File: src/sv/prtq_pkg.sv
// ----------------------------------------------------------------------------
// prtq_pkg
// Shared types and constants for the posted-receive tag match queue: queue
// sizing, operation codes, the stored entry and the per-cell control group.
// ----------------------------------------------------------------------------
package prtq_pkg;

  localparam int QUEUE_DEPTH = 64;
  localparam int HANDLE_BITS = 16;
  localparam int CNT_W       = $clog2(QUEUE_DEPTH + 1);

  localparam logic [1:0] OP_APPEND      = 2'd0;
  localparam logic [1:0] OP_FIND        = 2'd1;
  localparam logic [1:0] OP_FIND_REMOVE = 2'd2;
  localparam logic [1:0] OP_CANCEL      = 2'd3;

  localparam logic CFG_ANY_TAG    = 1'b0;
  localparam logic CFG_ANY_SOURCE = 1'b1;

  typedef struct packed {
    logic [31:0]            tag;
    logic [63:0]            source;
    logic [HANDLE_BITS-1:0] handle;
    logic                   wild_tag;
    logic                   wild_src;
  } prtq_entry_t;

  typedef struct packed {
    logic [1:0]             op;
    logic [31:0]            tag;
    logic [63:0]            source;
    logic [HANDLE_BITS-1:0] handle;
  } prtq_query_t;

  typedef struct packed {
    logic capture;  // register the hit flag for the query on the inputs
    logic load;     // take the appended entry
    logic shift;    // take the younger neighbour's entry
  } prtq_cell_ctrl_t;

endpackage

File: src/sv/prtq_cell.sv
// ----------------------------------------------------------------------------
// prtq_cell
// One queue slot: holds an entry, compares it against the incoming query and
// moves its younger neighbour's entry in when it or an older one is removed.
// ----------------------------------------------------------------------------
module prtq_cell import prtq_pkg::*; (
  input  logic            clk,
  input  prtq_cell_ctrl_t ctrl,
  input  prtq_query_t     query,
  input  prtq_entry_t     load_entry,
  input  prtq_entry_t     next_entry,
  output prtq_entry_t     entry,
  output logic            hit
);

  prtq_entry_t entry_r, entry_nxt;
  logic        hit_r, hit_nxt;
  logic        tag_ok, src_ok;

  always_comb begin
    // A wildcard tag entry also matches any non-negative incoming tag.
    tag_ok = (entry_r.tag == query.tag) || (entry_r.wild_tag && !query.tag[31]);
    src_ok = entry_r.wild_src || (entry_r.source == query.source);
    if (query.op == OP_CANCEL) begin
      hit_nxt = (entry_r.handle == query.handle);
    end else begin
      hit_nxt = tag_ok && src_ok;
    end
  end

  always_comb begin
    if (ctrl.load) begin
      entry_nxt = load_entry;
    end else if (ctrl.shift) begin
      entry_nxt = next_entry;
    end else begin
      entry_nxt = entry_r;
    end
  end

  always_ff @(posedge clk) begin
    entry_r <= entry_nxt;
    if (ctrl.capture) begin
      hit_r <= hit_nxt;
    end
  end

  assign entry = entry_r;
  assign hit   = hit_r;

endmodule

File: config.mk
export PLATFORM = sky130hd
export DESIGN_NAME = prtq_cell
export DESIGN_NICKNAME = d
export VERILOG_FILES = /design/src/sv/prtq_pkg.sv /design/src/sv/prtq_cell.sv
export SDC_FILE = /design/constraint.sdc
export NUM_CORES = 1
export LEC_CHECK = 0
export ABC_AREA = 1
export BUFFER_PORTS_ARGS = -buffer_cell sky130_fd_sc_hd__buf_2
export CAP_MARGIN = 20
export CORE_AREA = 8 8 171 173
export CTS_BUF_LIST = sky130_fd_sc_hd__clkbuf_8
export CTS_CLUSTER_SIZE = 8
export DETAILED_ROUTE_END_ITERATION = 10
export DIE_AREA = 0 0 179 181
export GPL_TIMING_DRIVEN = 1
export HOLD_SLACK_MARGIN = 0.15
export SETUP_SLACK_MARGIN = 0.2
export SLEW_MARGIN = 20
export SYNTH_ARGS = -nofsm -noshare
export SYNTH_HDL_FRONTEND = slang
export SYNTH_SLANG_ARGS = --single-unit
File: constraint.sdc
create_clock -name clk -period 3.6 [get_ports clk]
set_clock_uncertainty 0.15 [all_clocks]
set_input_delay 0.18 -clock clk [delete_from_list [all_inputs] [get_ports clk]]
set_output_delay 0.18 -clock clk [all_outputs]
set_load 0.01 [all_outputs]
==> impl_metrics.ini <==
[outcome]
status = finished clean

[setup_path]
critPathRequiredTime_ps = 3740
crit_family = simple AND/OR/NAND/NOR gates
criticalPathCategory = reg -> reg
crit_path_top_delay_cell = edfxtp_1
path_max_fanout = 2
crit_chain = xnor2_1 > nand2_1 > nor2_1 > nand2_1 > nor2_1 > nand2_1 > a21oi_2 > nand2_1 > nand2_1
start_kind = flip-flop
end_kind = flip-flop
worst_path_most_repeated_cell = nand2_1
crit_arrival_ps = 2190
critical_path_buf_inv_count = 0
critPathMaxStageDelay_ps = 410

[placement]
portBuffers = 460
hpwl_um = 22300
dpl_worst_slack_ps = 1430
gp_congestion = 0.807

[pwr]
powerDensity_nw_per_um2 = 352
vdd_ir_drop_max_mv = 0.192
p_leak_nw = 6.57

[drt]
dr_total_vias = 8161
drc = 0
ant_nets = 0
drt_iter0_drc = 279
wl_per_cell_um = 15.3
viasPerCell = 4.17
dr.pass1.iters = 5
wl_um = 30000

[sta]
period_share_pct = 56.9
rsz0062_at_grt = false
min_period_ps = 2050
relSlewSlack_pct = 37.4
tightest_slew_ps = 939
fmax_ghz = 0.488
setup_viol = 0
hold_viol_final = 0
slew_viol_final = 0
setup_slack_ps = 1550
whs_ps = 233
setup-tns-final_ps = 0

[clock_tree]
clockBufferDepth = 2
htreeDepth = 4
cts_inserted_buffers = 17
cts_setup_buffers = 0
cts_tree = done
cts-root-buf = clkbuf_8
cts_sinks = 115
clk_latency_ps = 430
clkTransAtPathRegs_ps = 80

[die]
core_area_um2 = 26500
ioPinCount = 461
die_y_um = 181
die_w_um = 179
die_area_um2 = 32400
initial_utilization_pct = 25.5
rows = 60

[synth]
synth.avg_cell_area_um2 = 7.43
ys_ff_latch = 115
ys_seq_area_share_pct = 51.0
synth_area_um2 = 6770
synthCells = 911
netlist-cell-type-count = 16
ys_warn_count = 0
synth_fp_nets = 1257

[finish]
drive_above_1_share_pct = 30.7
final_common_cell = nand2_1
seqCellArea_um2 = 3450
fin_nets = 1943
area_delta_synth_final_pct = 80.0
fillers = 2564
multiInputGateArea_um2 = 2840
layout_common_cells = nand2_1, buf_2, dlygate4sd3_1

[grt]
grt_pass1_vias = 8525
antenna_found_initial = 6
grt-ovfl-total = 0
grt_usage_pct = 17.7
grt_pass1_wl_um = 44700
grt_max_degree = 115

[flow_run]
maxCapViolCount = 0

[min_path]
hold_class = in -> reg
-- sequential cells by signal (all words and copies together) (netlist names) --
signal and flops:
entry 114, hit 1
-- per-layer routing --
metal	vias to the layer above	GRT usage [%]	routed length (um)
li1	4129	-	-
met1	3621	17.9	10900
met2	364	32.5	15300
met3	45	6.44	3000
met4	2	6.38	777
met5	-	0	13
-- synth_stat cells --
cell type,number,area [um2]
nand4_1,3,18.8
buf_1,2,7.51
clkbuf_1,9,33.8
xnor2_1,30,263
inv_2,1,3.75
a21oi_2,1,8.76
xor2_1,26,228
nand2_1,521,1960
buf_2,14,70.1
nor2_1,84,315
edfxtp_1,115,3450
or2_0,3,18.8
nor3_1,2,10.0
or2_1,1,6.26
nand3_1,2,10.0
inv_1,97,364
-- per-stage QoR --
stage	cell area, um2	utilization (%)	power (mW)	cells
floorplan	6770	-	2.20	911
global placement	9430	35.6	2.66	1690
detailed placement	9430	35.6	2.68	1690
CTS	12200	45.9	4.35	1951
global route	12200	46.0	4.54	1955
finish	12200	46.0	4.29	1955
-- tightest hold or removal path: cells and delay by family --
kind	cells	cell delay, ps
AND/OR/NAND/NOR	3	200
AO/OA/AOI/OAI	1	120
buffers and inverters	2	140
-- layout make-up --
| type | instances | area share [%] |
|---|---|---|
| clock buffer | 17 | 1.92 |
| tap | 341 | 3.50 |
| timing repair buffer | 692 | 38.0 |
| antenna | 4 | 0.0822 |
| sequential | 115 | 28.3 |
| clock inverter | 15 | 1.78 |
| inverter | 98 | 3.06 |
| multi-input combinational | 673 | 23.3 |
-- final timing paths --
kind | slack [ps] | cells after the start | from | end
worst max-delay path | 1550 | 9 | entry[112]$_DFFE_PP_ | hit$_DFFE_PP_
worst min register to register | 610 | 4 | entry[0]$_DFFE_PP_ | hit$_DFFE_PP_
worst min-delay path | 230 | 6 | query[111] | hit$_DFFE_PP_
worst max register to register | 1550 | 9 | entry[112]$_DFFE_PP_ | hit$_DFFE_PP_
-- cells by family after synthesis --
family / count (synthesis) / synth area share, %
compound gates: 1 / 0.129
xor+xnor: 56 / 7.25
buf+inv: 123 / 7.08
flops: 115 / 51.0
simple gates: 616 / 34.5
-- power breakdown --
part	switching, mW	internal (mW)
clock	0.583	0.821
combinational	0.524	0.596
sequential	0.112	1.65
total	1.22	3.07
-- repair_timing --
item                      CTS  global route
hold buffers              229             0
hold endpoints to repair  115             0
resized for setup           0             0
No activity file was read; power rests on OpenSTA's default activity.
